<file path="src/hw/rtl/tpcis_pkg.sv">
// ----------------------------------------------------------------------------
// tpcis_pkg - shared definitions for the trusted proxy client address select
// Sizes, operation and status codes, and the command and status words that
// join the controller to the datapath.
// ----------------------------------------------------------------------------
`timescale 1ns / 1ps

package tpcis_pkg;

  // Trusted network table
  localparam int TABLE_ENTRIES = 16;
  localparam int TBL_AW        = (TABLE_ENTRIES > 1) ? $clog2(TABLE_ENTRIES) : 1;
  localparam int CNT_W         = $clog2(TABLE_ENTRIES + 1);

  // Forwarded chain
  localparam int MAX_CHAIN_LEN = 64;
  localparam int CHAIN_W       = $clog2(MAX_CHAIN_LEN + 1);

  // Field widths
  localparam int ADDR_W = 64;
  localparam int HALF_W = 32;
  localparam int PFX_W  = 8;
  localparam int IDX_W  = 4;
  localparam int ACT_W  = 5;
  localparam int OP_W   = 2;
  localparam int STS_W  = 2;

  // Largest legal prefix per family
  localparam logic [PFX_W-1:0] V4_MAX_PFX = 8'd32;
  localparam logic [PFX_W-1:0] V6_MAX_PFX = 8'd128;

  // Operation codes
  localparam logic [OP_W-1:0] OP_LOAD  = 2'd0;
  localparam logic [OP_W-1:0] OP_PEER  = 2'd1;
  localparam logic [OP_W-1:0] OP_CHAIN = 2'd2;

  // Result status codes
  localparam logic [STS_W-1:0] RES_OK         = 2'd0;
  localparam logic [STS_W-1:0] RES_TOO_LONG   = 2'd1;
  localparam logic [STS_W-1:0] RES_BAD_PREFIX = 2'd2;

  // Controller to datapath
  typedef struct packed {
    logic capture;
    logic search_start;
    logic search_run;
    logic update;
    logic tbl_write;
    logic out_load;
  } dp_cmd_t;

  // Datapath to controller
  typedef struct packed {
    logic search_done;
    logic out_free;
    logic last;
  } dp_sts_t;

endpackage

</file>
<file path="src/hw/rtl/tpcis_dp.sv">
// ----------------------------------------------------------------------------
// tpcis_dp - datapath of the trusted proxy client address select
// Holds the input word, the trusted network table, the table search pipe,
// the request state and the output register.
// ----------------------------------------------------------------------------
`timescale 1ns / 1ps

module tpcis_dp (
  input  logic                                  clk,
  input  logic                                  rst,
  input  logic [tpcis_pkg::OP_W-1:0]            op,
  input  logic [tpcis_pkg::ADDR_W-1:0]          addr_hi,
  input  logic [tpcis_pkg::ADDR_W-1:0]          addr_lo,
  input  logic                                  is_v6,
  input  logic [tpcis_pkg::PFX_W-1:0]           prefix_len,
  input  logic [tpcis_pkg::IDX_W-1:0]           entry_index,
  input  logic                                  last,
  input  logic                                  cfg_wr_en,
  input  logic [tpcis_pkg::ACT_W-1:0]           cfg_wr_data,
  input  tpcis_pkg::dp_cmd_t                    cmd,
  output tpcis_pkg::dp_sts_t                    sts,
  output logic                                  out_valid,
  input  logic                                  out_stall,
  output logic [tpcis_pkg::STS_W-1:0]           status,
  output logic [tpcis_pkg::ADDR_W-1:0]          result_addr_hi,
  output logic [tpcis_pkg::ADDR_W-1:0]          result_addr_lo,
  output logic                                  result_is_v6,
  output logic                                  from_chain
);

  import tpcis_pkg::*;

  typedef struct packed {
    logic [ADDR_W-1:0] hi;
    logic [ADDR_W-1:0] lo;
    logic [PFX_W-1:0]  prefix;
    logic              fam;
  } entry_t;

  function automatic logic [ADDR_W-1:0] mask_upper(input logic [PFX_W-1:0] p);
    logic [ADDR_W-1:0] m;
    for (int i = 0; i < ADDR_W; i++) m[i] = ((int'(p) + i) >= ADDR_W);
    return m;
  endfunction

  function automatic logic [ADDR_W-1:0] mask_lower(input logic [PFX_W-1:0] p);
    logic [ADDR_W-1:0] m;
    for (int i = 0; i < ADDR_W; i++) m[i] = ((int'(p) + i) >= 2 * ADDR_W);
    return m;
  endfunction

  // Normalised input address
  logic [ADDR_W-1:0] n_hi, n_lo;
  logic              n_v6;

  // Captured word
  logic [OP_W-1:0]   it_op;
  logic [ADDR_W-1:0] it_hi, it_lo;
  logic              it_v6;
  logic [PFX_W-1:0]  it_pfx;
  logic [IDX_W-1:0]  it_idx;
  logic              it_last;

  // Configuration
  logic [ACT_W-1:0]  active_entries;
  logic [CNT_W-1:0]  n_act;

  // Table and search
  entry_t            tbl [TABLE_ENTRIES];
  entry_t            rd_entry;
  logic              rd_v;
  logic [CNT_W-1:0]  cnt;
  logic              hit;
  logic              match;
  logic              bad_pfx;
  logic              tbl_we;

  // Request state
  logic [ADDR_W-1:0]  peer_hi, peer_lo;
  logic               peer_v6, peer_trust;
  logic [CHAIN_W-1:0] chain_len;
  logic               chain_ovf;
  logic [ADDR_W-1:0]  cand_hi, cand_lo;
  logic               cand_v6, cand_valid;
  logic [ADDR_W-1:0]  first_hi, first_lo;
  logic               first_v6;

  // Result selection
  logic [STS_W-1:0]   res_status;
  logic [ADDR_W-1:0]  res_hi, res_lo;
  logic               res_v6, res_fc;

  // Fold IPv4 and IPv4-mapped IPv6 into one form
  always_comb begin
    n_hi = addr_hi;
    n_lo = addr_lo;
    n_v6 = is_v6;
    if (!is_v6) begin
      n_hi = {addr_hi[ADDR_W-1:HALF_W], {HALF_W{1'b0}}};
      n_lo = '0;
    end else if (addr_hi == '0 && addr_lo[ADDR_W-1:HALF_W] == 32'h0000_ffff) begin
      n_hi = {addr_lo[HALF_W-1:0], {HALF_W{1'b0}}};
      n_lo = '0;
      n_v6 = 1'b0;
    end
  end

  always_ff @(posedge clk) begin
    if (cmd.capture) begin
      it_op   <= op;
      it_hi   <= n_hi;
      it_lo   <= n_lo;
      it_v6   <= n_v6;
      it_pfx  <= prefix_len;
      it_idx  <= entry_index;
      it_last <= last;
    end
  end

  always_ff @(posedge clk) begin
    if (rst) begin
      active_entries <= '0;
    end else if (cfg_wr_en) begin
      active_entries <= cfg_wr_data;
    end
  end

  assign n_act = (int'(active_entries) > TABLE_ENTRIES) ? CNT_W'(TABLE_ENTRIES)
                                                        : CNT_W'(active_entries);

  // Table load
  assign bad_pfx = it_pfx > (it_v6 ? V6_MAX_PFX : V4_MAX_PFX);
  assign tbl_we  = cmd.tbl_write && !bad_pfx && (int'(it_idx) < TABLE_ENTRIES);

  always_ff @(posedge clk) begin
    if (tbl_we) begin
      tbl[TBL_AW'(it_idx)] <= '{hi:     it_hi & mask_upper(it_pfx),
                                lo:     it_lo & mask_lower(it_pfx),
                                prefix: it_pfx,
                                fam:    it_v6};
    end
    rd_entry <= tbl[cnt[TBL_AW-1:0]];
  end

  // One entry read per cycle, compared on the next
  assign match = rd_v && (rd_entry.fam == it_v6) &&
                 ((it_hi & mask_upper(rd_entry.prefix)) == rd_entry.hi) &&
                 ((it_lo & mask_lower(rd_entry.prefix)) == rd_entry.lo);

  always_ff @(posedge clk) begin
    if (rst) begin
      cnt  <= '0;
      rd_v <= 1'b0;
      hit  <= 1'b0;
    end else if (cmd.search_start) begin
      cnt  <= '0;
      rd_v <= 1'b0;
      hit  <= 1'b0;
    end else if (cmd.search_run) begin
      if (cnt < n_act) begin
        cnt  <= cnt + 1'b1;
        rd_v <= 1'b1;
      end else begin
        rd_v <= 1'b0;
      end
      if (match) hit <= 1'b1;
    end
  end

  // Request state
  always_ff @(posedge clk) begin
    if (rst) begin
      peer_hi    <= '0;
      peer_lo    <= '0;
      peer_v6    <= 1'b0;
      peer_trust <= 1'b0;
      chain_len  <= '0;
      chain_ovf  <= 1'b0;
      cand_hi    <= '0;
      cand_lo    <= '0;
      cand_v6    <= 1'b0;
      cand_valid <= 1'b0;
      first_hi   <= '0;
      first_lo   <= '0;
      first_v6   <= 1'b0;
    end else if (cmd.update) begin
      case (it_op)
        OP_PEER: begin
          peer_hi    <= it_hi;
          peer_lo    <= it_lo;
          peer_v6    <= it_v6;
          peer_trust <= hit;
          chain_len  <= '0;
          chain_ovf  <= 1'b0;
          cand_hi    <= '0;
          cand_lo    <= '0;
          cand_v6    <= 1'b0;
          cand_valid <= 1'b0;
          first_hi   <= '0;
          first_lo   <= '0;
          first_v6   <= 1'b0;
        end
        OP_CHAIN: begin
          if (peer_trust) begin
            if (chain_len >= CHAIN_W'(MAX_CHAIN_LEN)) begin
              chain_ovf <= 1'b1;
            end else begin
              if (chain_len == '0) begin
                first_hi <= it_hi;
                first_lo <= it_lo;
                first_v6 <= it_v6;
              end
              chain_len <= chain_len + 1'b1;
              if (!hit) begin
                cand_hi    <= it_hi;
                cand_lo    <= it_lo;
                cand_v6    <= it_v6;
                cand_valid <= 1'b1;
              end
            end
          end
        end
        default: begin
        end
      endcase
    end else if (cmd.out_load && it_op != OP_LOAD) begin
      // drop chain state once the request ends; keep the peer
      chain_len  <= '0;
      chain_ovf  <= 1'b0;
      cand_hi    <= '0;
      cand_lo    <= '0;
      cand_v6    <= 1'b0;
      cand_valid <= 1'b0;
      first_hi   <= '0;
      first_lo   <= '0;
      first_v6   <= 1'b0;
    end
  end

  // Result word
  always_comb begin
    res_status = RES_OK;
    res_hi     = '0;
    res_lo     = '0;
    res_v6     = 1'b0;
    res_fc     = 1'b0;
    if (it_op == OP_LOAD) begin
      res_status = bad_pfx ? RES_BAD_PREFIX : RES_OK;
    end else if (!peer_trust || chain_len == '0) begin
      res_hi = peer_hi;
      res_lo = peer_lo;
      res_v6 = peer_v6;
    end else if (chain_ovf) begin
      res_status = RES_TOO_LONG;
    end else if (cand_valid) begin
      res_hi = cand_hi;
      res_lo = cand_lo;
      res_v6 = cand_v6;
      res_fc = 1'b1;
    end else begin
      res_hi = first_hi;
      res_lo = first_lo;
      res_v6 = first_v6;
      res_fc = 1'b1;
    end
  end

  always_ff @(posedge clk) begin
    if (rst) begin
      out_valid <= 1'b0;
    end else if (cmd.out_load) begin
      out_valid <= 1'b1;
    end else if (!out_stall) begin
      out_valid <= 1'b0;
    end
  end

  always_ff @(posedge clk) begin
    if (cmd.out_load) begin
      status         <= res_status;
      result_addr_hi <= res_hi;
      result_addr_lo <= res_lo;
      result_is_v6   <= res_v6;
      from_chain     <= res_fc;
    end
  end

  assign sts.search_done = hit || (cnt == n_act && !rd_v);
  assign sts.out_free    = !out_valid || !out_stall;
  assign sts.last        = it_last;

  a_chain_bound: assert property (@(posedge clk) disable iff (rst)
    chain_len <= CHAIN_W'(MAX_CHAIN_LEN))
    else $error("chain length ran past its limit");

  a_ovf_full: assert property (@(posedge clk) disable iff (rst)
    chain_ovf |-> (chain_len == CHAIN_W'(MAX_CHAIN_LEN)))
    else $error("overflow flagged on a chain that is not full");

  a_cand_in_chain: assert property (@(posedge clk) disable iff (rst)
    cand_valid |-> (chain_len != '0 && peer_trust))
    else $error("candidate held without a chain behind a trusted peer");

endmodule

</file>
<file path="src/hw/rtl/tpcis_ctrl.sv">
// ----------------------------------------------------------------------------
// tpcis_ctrl - controller of the trusted proxy client address select
// Sequences word capture, table load, table search and result hand-off.
// ----------------------------------------------------------------------------
`timescale 1ns / 1ps

module tpcis_ctrl (
  input  logic                       clk,
  input  logic                       rst,
  input  logic                       in_valid,
  input  logic [tpcis_pkg::OP_W-1:0] op,
  output logic                       in_stall,
  output tpcis_pkg::dp_cmd_t         cmd,
  input  tpcis_pkg::dp_sts_t         sts
);

  import tpcis_pkg::*;

  typedef enum logic [3:0] {
    ST_IDLE   = 4'b0001,
    ST_LOAD   = 4'b0010,
    ST_SEARCH = 4'b0100,
    ST_EMIT   = 4'b1000
  } state_t;

  state_t state, state_next;
  logic   accept;

  assign in_stall = (state != ST_IDLE);
  assign accept   = in_valid && (state == ST_IDLE);

  always_comb begin
    state_next       = state;
    cmd              = '0;
    cmd.capture      = accept;
    cmd.search_start = accept;
    unique case (state)
      ST_IDLE: begin
        if (accept) begin
          unique case (op) inside
            OP_LOAD:            state_next = ST_LOAD;
            OP_PEER, OP_CHAIN:  state_next = ST_SEARCH;
            default:            state_next = ST_IDLE;
          endcase
        end
      end
      ST_LOAD: begin
        cmd.tbl_write = 1'b1;
        state_next    = ST_EMIT;
      end
      ST_SEARCH: begin
        cmd.search_run = 1'b1;
        if (sts.search_done) begin
          cmd.update = 1'b1;
          state_next = sts.last ? ST_EMIT : ST_IDLE;
        end
      end
      ST_EMIT: begin
        if (sts.out_free) begin
          cmd.out_load = 1'b1;
          state_next   = ST_IDLE;
        end
      end
      default: state_next = ST_IDLE;
    endcase
  end

  always_ff @(posedge clk) begin
    if (rst) begin
      state <= ST_IDLE;
    end else begin
      state <= state_next;
    end
  end

  a_load_path: assert property (@(posedge clk) disable iff (rst)
    (accept && op == OP_LOAD) |=> ##1 (state == ST_EMIT))
    else $error("load word did not reach the result stage after one write cycle");

endmodule

</file>
<file path="src/hw/rtl/trusted_proxy_client_ip_select.sv">
// ----------------------------------------------------------------------------
// trusted_proxy_client_ip_select - client address selection behind proxies
// Keeps a table of up to sixteen trusted IPv4/IPv6 networks and picks the
// client address of a request: the peer word comes first, then the forwarded
// chain words in header order, the final one marked by last. IPv4-mapped IPv6
// addresses are folded to IPv4. An untrusted peer, or a peer with no chain,
// is its own answer; a chain of more than 64 words gives a too-long status;
// otherwise the rightmost untrusted chain address wins, or the leftmost if
// the whole chain is trusted. Every load word returns one status word; an
// address word returns a word only when it carries last. The block takes one
// word at a time. A load word is captured, written to the table if its prefix
// is legal, and then gets its result. Peer and chain words search the table
// entries in use (active_entries, clamped to 16): the table sits in one
// memory with a registered read port, searched one entry per cycle, and the
// search stops at the first matching entry. A word that ends in a result also
// waits in its result state for as long as an earlier result is still held in
// the output register by a stalled receiver. Chain words behind an untrusted
// peer still run the search but change nothing. The result sits in an output
// register, so the next word is taken while a finished result waits for its
// receiver.
// Write active_entries only while the block is idle. There is no clearing
// pass after reset; table slots must be loaded before they are brought into
// use.
// ----------------------------------------------------------------------------
`timescale 1ns / 1ps

module trusted_proxy_client_ip_select (
  input  logic                         clk,
  input  logic                         rst,
  // configuration
  input  logic                         cfg_wr_en,
  input  logic [tpcis_pkg::ACT_W-1:0]  cfg_wr_data,
  // input words
  input  logic                         in_valid,
  output logic                         in_stall,
  input  logic [tpcis_pkg::OP_W-1:0]   op,
  input  logic [tpcis_pkg::ADDR_W-1:0] addr_hi,
  input  logic [tpcis_pkg::ADDR_W-1:0] addr_lo,
  input  logic                         is_v6,
  input  logic [tpcis_pkg::PFX_W-1:0]  prefix_len,
  input  logic [tpcis_pkg::IDX_W-1:0]  entry_index,
  input  logic                         last,
  // result words
  output logic                         out_valid,
  input  logic                         out_stall,
  output logic [tpcis_pkg::STS_W-1:0]  status,
  output logic [tpcis_pkg::ADDR_W-1:0] result_addr_hi,
  output logic [tpcis_pkg::ADDR_W-1:0] result_addr_lo,
  output logic                         result_is_v6,
  output logic                         from_chain
);

  import tpcis_pkg::*;

  dp_cmd_t cmd;
  dp_sts_t sts;

  // Controller: decide the op at capture, walk load / search / hand-off
  tpcis_ctrl u_ctrl (
    .clk      (clk),
    .rst      (rst),
    .in_valid (in_valid),
    .op       (op),
    .in_stall (in_stall),
    .cmd      (cmd),
    .sts      (sts)
  );

  // Datapath: normalise and hold the word, search the table, keep the
  // request state and drive the output register
  tpcis_dp u_dp (
    .clk            (clk),
    .rst            (rst),
    .op             (op),
    .addr_hi        (addr_hi),
    .addr_lo        (addr_lo),
    .is_v6          (is_v6),
    .prefix_len     (prefix_len),
    .entry_index    (entry_index),
    .last           (last),
    .cfg_wr_en      (cfg_wr_en),
    .cfg_wr_data    (cfg_wr_data),
    .cmd            (cmd),
    .sts            (sts),
    .out_valid      (out_valid),
    .out_stall      (out_stall),
    .status         (status),
    .result_addr_hi (result_addr_hi),
    .result_addr_lo (result_addr_lo),
    .result_is_v6   (result_is_v6),
    .from_chain     (from_chain)
  );

endmodule
</file>
<file path="config.mk">
export PLATFORM = sky130hd
export DESIGN_NAME = trusted_proxy_client_ip_select
export DESIGN_NICKNAME = d
export VERILOG_FILES = /design/src/hw/rtl/tpcis_pkg.sv /design/src/hw/rtl/tpcis_dp.sv /design/src/hw/rtl/tpcis_ctrl.sv /design/src/hw/rtl/trusted_proxy_client_ip_select.sv
export SDC_FILE = /design/constraint.sdc
export NUM_CORES = 2
export LEC_CHECK = 0
export BUFFER_PORTS_ARGS = -buffer_cell sky130_fd_sc_hd__buf_2
export CAP_MARGIN = 30
export CORE_MARGIN = 4
export CORE_UTILIZATION = 50
export CTS_CLUSTER_SIZE = 8
export DETAILED_ROUTE_END_ITERATION = 10
export PLACE_DENSITY_LB_ADDON = 0.15
export SYNTH_ARGS = -nofsm -noshare
export SYNTH_HDL_FRONTEND = slang
export SYNTH_SLANG_ARGS = --single-unit
</file>
<file path="constraint.sdc">
create_clock -name clk -period 27.9 [get_ports clk]
set_input_delay 5.58 -clock clk [delete_from_list [all_inputs] [get_ports clk]]
set_output_delay 5.58 -clock clk [all_outputs]
set_load 0.02 [all_outputs]
</file>
# Yosys cells after proc, flatten, opt, wreduce, memory -nomap -nowiden
# Memories as Yosys holds them, arrays and structs flattened. A register that Yosys moved wholly into a read port is not among the register bits.
# Index checks and enable logic that the tools add are counted.
# op_classes
eq_ne	24
reduce_logical	34
addsub	128
n_mux	81
n_bitwise	5
magnitude_cmp	260
# ops
operator	n
$ge A32 B8 Y1 const B	126
$ge A32 B9 Y1 const B	126
$mux W64	25
$add A8 B6 Y9 const B	64
$pmux W64 S2	4
$add A8 B5 Y9 const B	32
$and A64 B64 Y64	4
$add A8 B4 Y9 const B	16
$eq A64 B64 Y1	2
$add A8 B3 Y9 const B	8
$logic_not A64 Y1	1
$add A8 B2 Y9 const B	4
$eq A32 B16 Y1 const B	1
$mux W1	31
$mux W7	4
$add A8 B1 Y9 const B	2
$ge A8 B7 Y1 const B	2
$ge A8 B8 Y1 const B	2
$mux W4	4
$pmux W4 S4	1
$pmux W7 S2	1
$reduce_and A5 Y1	2
$ne A3 B2 Y1 const B	3
$gt A8 B8 Y1	1
other kinds (34)	66
# word_totals
word_cells	565
ram_bits	2192
in_bits	154
n_memories	1
regBits	690
output_inout_bits	134
# memory_table
name	words	width	read_ports	rd_clocked_by_memory_dff	write_ports	line	text
u_dp.tbl	16	137	1	1	1	tpcis_dp.sv:69	entry_t tbl [TABLE_ENTRIES];

# Longest topological paths before layout
# logic_depth
depth_word	9
depth_mapped	16
mapped_depth_nobuf	12

# By module
# Synthesis repeated with hierarchy kept, for this count alone.
# unflattened
hier_cells	8011
hier_area_um2	124130.3
# modules_own_cells
mod	area_per_inst_um2	seq_area_each_um2	cells_per_inst	n_inst
tpcis_dp	123848.8	85061.6	7978	1
tpcis_ctrl	281.5	80.1	33	1

# Least setup slack after synthesis
# No wires, ideal clock.
# synth_path
kind	in2reg
startpoint	input out_stall
endpoint	register u_dp.cand_hi[3]
stages	9
t_arrival_ps	14279
required_ps	27772
setup_slack_ps	13494
path_buffers	3
setup_time_ps	128
cell_sequence	a21oi_1 -> o21ai_1 -> or4_1 -> buf_2 -> o21a_1 -> clkbuf_1 -> clkbuf_1 -> a22oi_1 -> nor2_1
# synth_between
elab_chain_cells	7
# synth_lines
item	line	text
start, declared	trusted_proxy_client_ip_select.sv:45	input logic out_stall,
$logic_not A1 Y1	-	
$logic_or A1 B1 Y1	tpcis_dp.sv:289	assign sts.out_free = !out_valid || !out_stall;
$mux W1	tpcis_ctrl.sv:59	if (sts.out_free) begin
$mux W1	tpcis_ctrl.sv:37	unique case (state)
$logic_and A1 B1 Y1	tpcis_dp.sv:226	end else if (cmd.out_load && it_op != OP_LOAD) begin
$reduce_bool A2 Y1 (no source line)	-	
$reduce_and A5 Y1 (no source line)	-	
end signal, assigned	tpcis_dp.sv:215	cand_hi <= it_hi;
end, declared	tpcis_dp.sv:83	logic [ADDR_W-1:0] cand_hi, cand_lo;
# Every way passes these cells.
# A chain may end at the register's enable or synchronous reset.

==> impl_metrics.env <==
export IMPL_synth_async_sr_flop_share=0
export IMPL_use_met1=0.521
export IMPL_insertion_delay_ps=1030
export IMPL_critPathTopFamily="buffers and inverters"
export IMPL_drc=0
export IMPL_num_vias=79604
export IMPL_cp_depth=10
export IMPL_hold_class="flip-flop to flip-flop"
export IMPL_grt_busiest_layer="met1"
export IMPL_clkTransAtPathRegs_ps=50
export IMPL_hold_buffers=0
export IMPL_dieArea_mm2=0.256
export IMPL_synth_cell_types=96
export IMPL_leakage_nw=45.8
export IMPL_arrival_ps=9220
export IMPL_synth_top_area_cell="edfxtp_1"
export IMPL_tns_ps=0
export IMPL_power_density_mw_per_mm2=72.2
export IMPL_reg2reg_depth=12
export IMPL_drv_slew=0
export IMPL_synth_flop_cell="edfxtp_1"
export IMPL_hold_violations=0
export IMPL_crit_buf_inv=4
export IMPL_whs_path_depth=2
export IMPL_fin_hold_ws_ps=451
export IMPL_synthTopCellsByArea="edfxtp_1 60%, mux4_2 12%, dfxtp_1 8.9%"
export IMPL_area_growth_pct=15.2
export IMPL_clock_fmax_mhz=119
export IMPL_synth_seq_cells=3019
export IMPL_layout_common_cells="2,468 x edfxtp_1, 685 x mux4_2, 539 x dfxtp_1"
export IMPL_tightest_slew_ps=1200
export IMPL_dp_hpwl_um=298000
export IMPL_grt_pass1_vias=75100
export IMPL_io_pin_count=288
export IMPL_final_setup_skew_ps=128
export IMPL_slew_headroom=0.193
export IMPL_grtUsageMet3=0.0661
export IMPL_min_period_ps=8410
export IMPL_min_from="u_dp.peer_hi[47]"
export IMPL_numCtsBuffers=428
export IMPL_grt_first_pass_wirelength_um=626000
export IMPL_drive_gt1_frac=0.214
export IMPL_clock_power_share=0.457
export IMPL_rsz0062_at_grt="false"
export IMPL_ys_seq_area_frac=0.688
export IMPL_cpMostUsedCell="buf_4"
export IMPL_netlist_instances=7780
export IMPL_intPower_mw=7.97
export IMPL_dieHeight_um=505
export IMPL_grt_antenna_before_repair=56
export IMPL_post_route_period_util=0.301
export IMPL_power_mw=10.3
export IMPL_grt_max_degree=220
export IMPL_pwr_share_seq=0.492
export IMPL_grt_util_all_layers=0.353
export IMPL_grt_util_met2=0.515
export IMPL_synth_edff_count=2468
export IMPL_setup_viol=0
export IMPL_cts_setup_buffers=0
export IMPL_gp_congestion=1.08
export IMPL_final_common_cell="edfxtp_1"
export IMPL_cpMaxStageDelayCell="buf_4"
export IMPL_wl_per_cell_um=38.4
export IMPL_root_buffer="clkbuf_16"
export IMPL_cap_violations=0
export IMPL_h_tree_depth=5
export IMPL_synth_nets=7978
export IMPL_startpoint="out_stall"
export IMPL_clock_sinks=3019
export IMPL_cpPeakStageDelay_ps=790
export IMPL_cp_required_ps=28710
export IMPL_cts_resized=0
export IMPL_regToRegStartpoint="u_dp.it_pfx[2]"
export IMPL_grt_overflow=0
export IMPL_end_kind="flip-flop"
export IMPL_sw_frac_of_total=0.226
export IMPL_portBuffers=287
export IMPL_crit_type="primary input to flip-flop"
export IMPL_fin_nets=8492
export IMPL_cts_tree="built"
export IMPL_p_switching_mw=2.33
export IMPL_yosysTopAreaCellShare=0.599
export IMPL_wirelength_um=459000
export IMPL_path_cells="buf_2 -> a21oi_4 -> buf_4 -> o21ai_1 -> or4_1 -> nor4_4 -> buf_4 -> buf_4 -> a22oi_1 -> nor2_1"
export IMPL_clk_path_buf_depth=4
export IMPL_chipWidth_um=505
export IMPL_status="complete, no violations"
export IMPL_crit_path_start_kind="primary input"
export IMPL_yosys_warnings=0
export IMPL_vdd_drop_max_v=0.0000748
export IMPL_p_comb_frac=0.052
export IMPL_row_count=182
export IMPL_firstDrtPassIters=6
export IMPL_vias_per_cell=6.66
export IMPL_syn_cell_area_mm2=0.124
export IMPL_core_area_mm2=0.246
export IMPL_avgSynthCellArea_um2=15.9
export IMPL_antenna_violating_nets_post_route=0
export IMPL_cp_max_fo=68
export IMPL_initial_core_util=0.503
export IMPL_first_iter_violations=11772
-- per-stage QoR --
stage | instances | utilization | area [um2] | worst slack (ps)
after floorplan | 7780 | - | 124000 | 13490
after global placement | 11130 | 0.527 | 130000 | 18760
after detailed placement | 11166 | 0.529 | 130000 | 18700
after CTS | 11913 | 0.578 | 142000 | 19660
after global routing | 11926 | 0.579 | 142000 | 19350
final | 11952 | 0.579 | 143000 | 19490
-- flip-flops by register name (all words and copies together) (netlist names), 7 cells and up --
register and count:
u_dp.cand_hi 64, u_dp.cand_lo 64, u_dp.chain_len 7, u_dp.first_hi 64, u_dp.first_lo 64, u_dp.it_hi 64, u_dp.it_lo 64, u_dp.it_pfx 8
u_dp.peer_hi 64, u_dp.peer_lo 64, u_dp.rd_entry 137, u_dp.result_addr_hi 64, u_dp.result_addr_lo 64, u_dp.tbl 2192
-- final timing paths --
check	endpoint	slack (ps)
setup reg to reg	u_dp.tbl[6][118]	21310
setup / recovery	u_dp.first_hi[39]	19490
hold / removal	u_dp.peer_hi[47]	450
hold reg to reg	u_dp.peer_hi[47]	450
-- cell usage after synthesis, types with 54 or more instances --
cell type / instances
xnor2_1: 95
xor2_1: 59
a21o_1: 54
nor2b_1: 70
nor3_1: 174
dfxtp_1: 551
edfxtp_1: 2468
clkbuf_1: 372
nand4_1: 60
nor2_1: 531
nand2_1: 460
inv_1: 95
a21oi_1: 397
nand2b_1: 59
and3_1: 129
nand3_1: 94
a31oi_1: 67
mux4_2: 685
a22oi_1: 267
buf_1: 67
o21ai_0: 179
mux2i_1: 163
buf_2: 82
-- final cells by class --
| type | count | area (um2) |
|---|---|---|
| multi-input combinational | 4124 | 36300 |
| fill | 18736 | 104000 |
| clock inverter | 14 | 293 |
| clock buffer | 733 | 11900 |
| inverter | 96 | 365 |
| sequential | 3019 | 85200 |
| timing repair buffer | 625 | 4320 |
| tap | 3312 | 4140 |
| antenna | 29 | 72.6 |
-- power by group through the flow --
| stage | logic (mW) | clock network [mW] | registers, mW |
|---|---|---|---|
| 2_1_floorplan | 0.226 | 0 | 5.10 |
| 3_3_place_gp | 0.490 | 0 | 5.14 |
| 3_5_place_dp | 0.510 | 0 | 5.14 |
| 4_1_cts | 0.511 | 4.78 | 5.05 |
| 5_1_grt | 0.546 | 4.98 | 5.05 |
| 6_report | 0.531 | 4.71 | 5.06 |
-- metal layers --
metal | share of wire | routed length [um]
met5 | 0.00016 | 73
met1 | 0.41 | 188000
met2 | 0.44 | 203000
met3 | 0.097 | 44400
met4 | 0.051 | 23400
-- worst reg2reg max path, stage by stage, from the launching register on --
cell,delay [ps]
edfxtp_1,360
buf_4,290
or3_1,570
or2_2,450
nor3_1,220
a21oi_1,60
o22ai_1,580
and3b_1,410
nand3b_1,400
nor2_4,490
buf_4,660
buf_4,740
buf_4,930
-- cell families (layout without fill, tap and decap cells) --
family / Yosys count / after routing / share of synthesized area
buffers and inverters: 637 / 1468 / 0.0209
DFF: 3019 / 3019 / 0.688
muxes: 853 / 853 / 0.138
and+or+nand+nor: 1756 / 1756 / 0.0675
other: 0 / 29 / 0
adders and majority gates: 44 / 44 / 0.00445
AOI/OAI and AO/OA: 1317 / 1317 / 0.0698
xor gates and xnor gates: 154 / 154 / 0.0109
No activity file was read; power rests on OpenSTA's default activity.
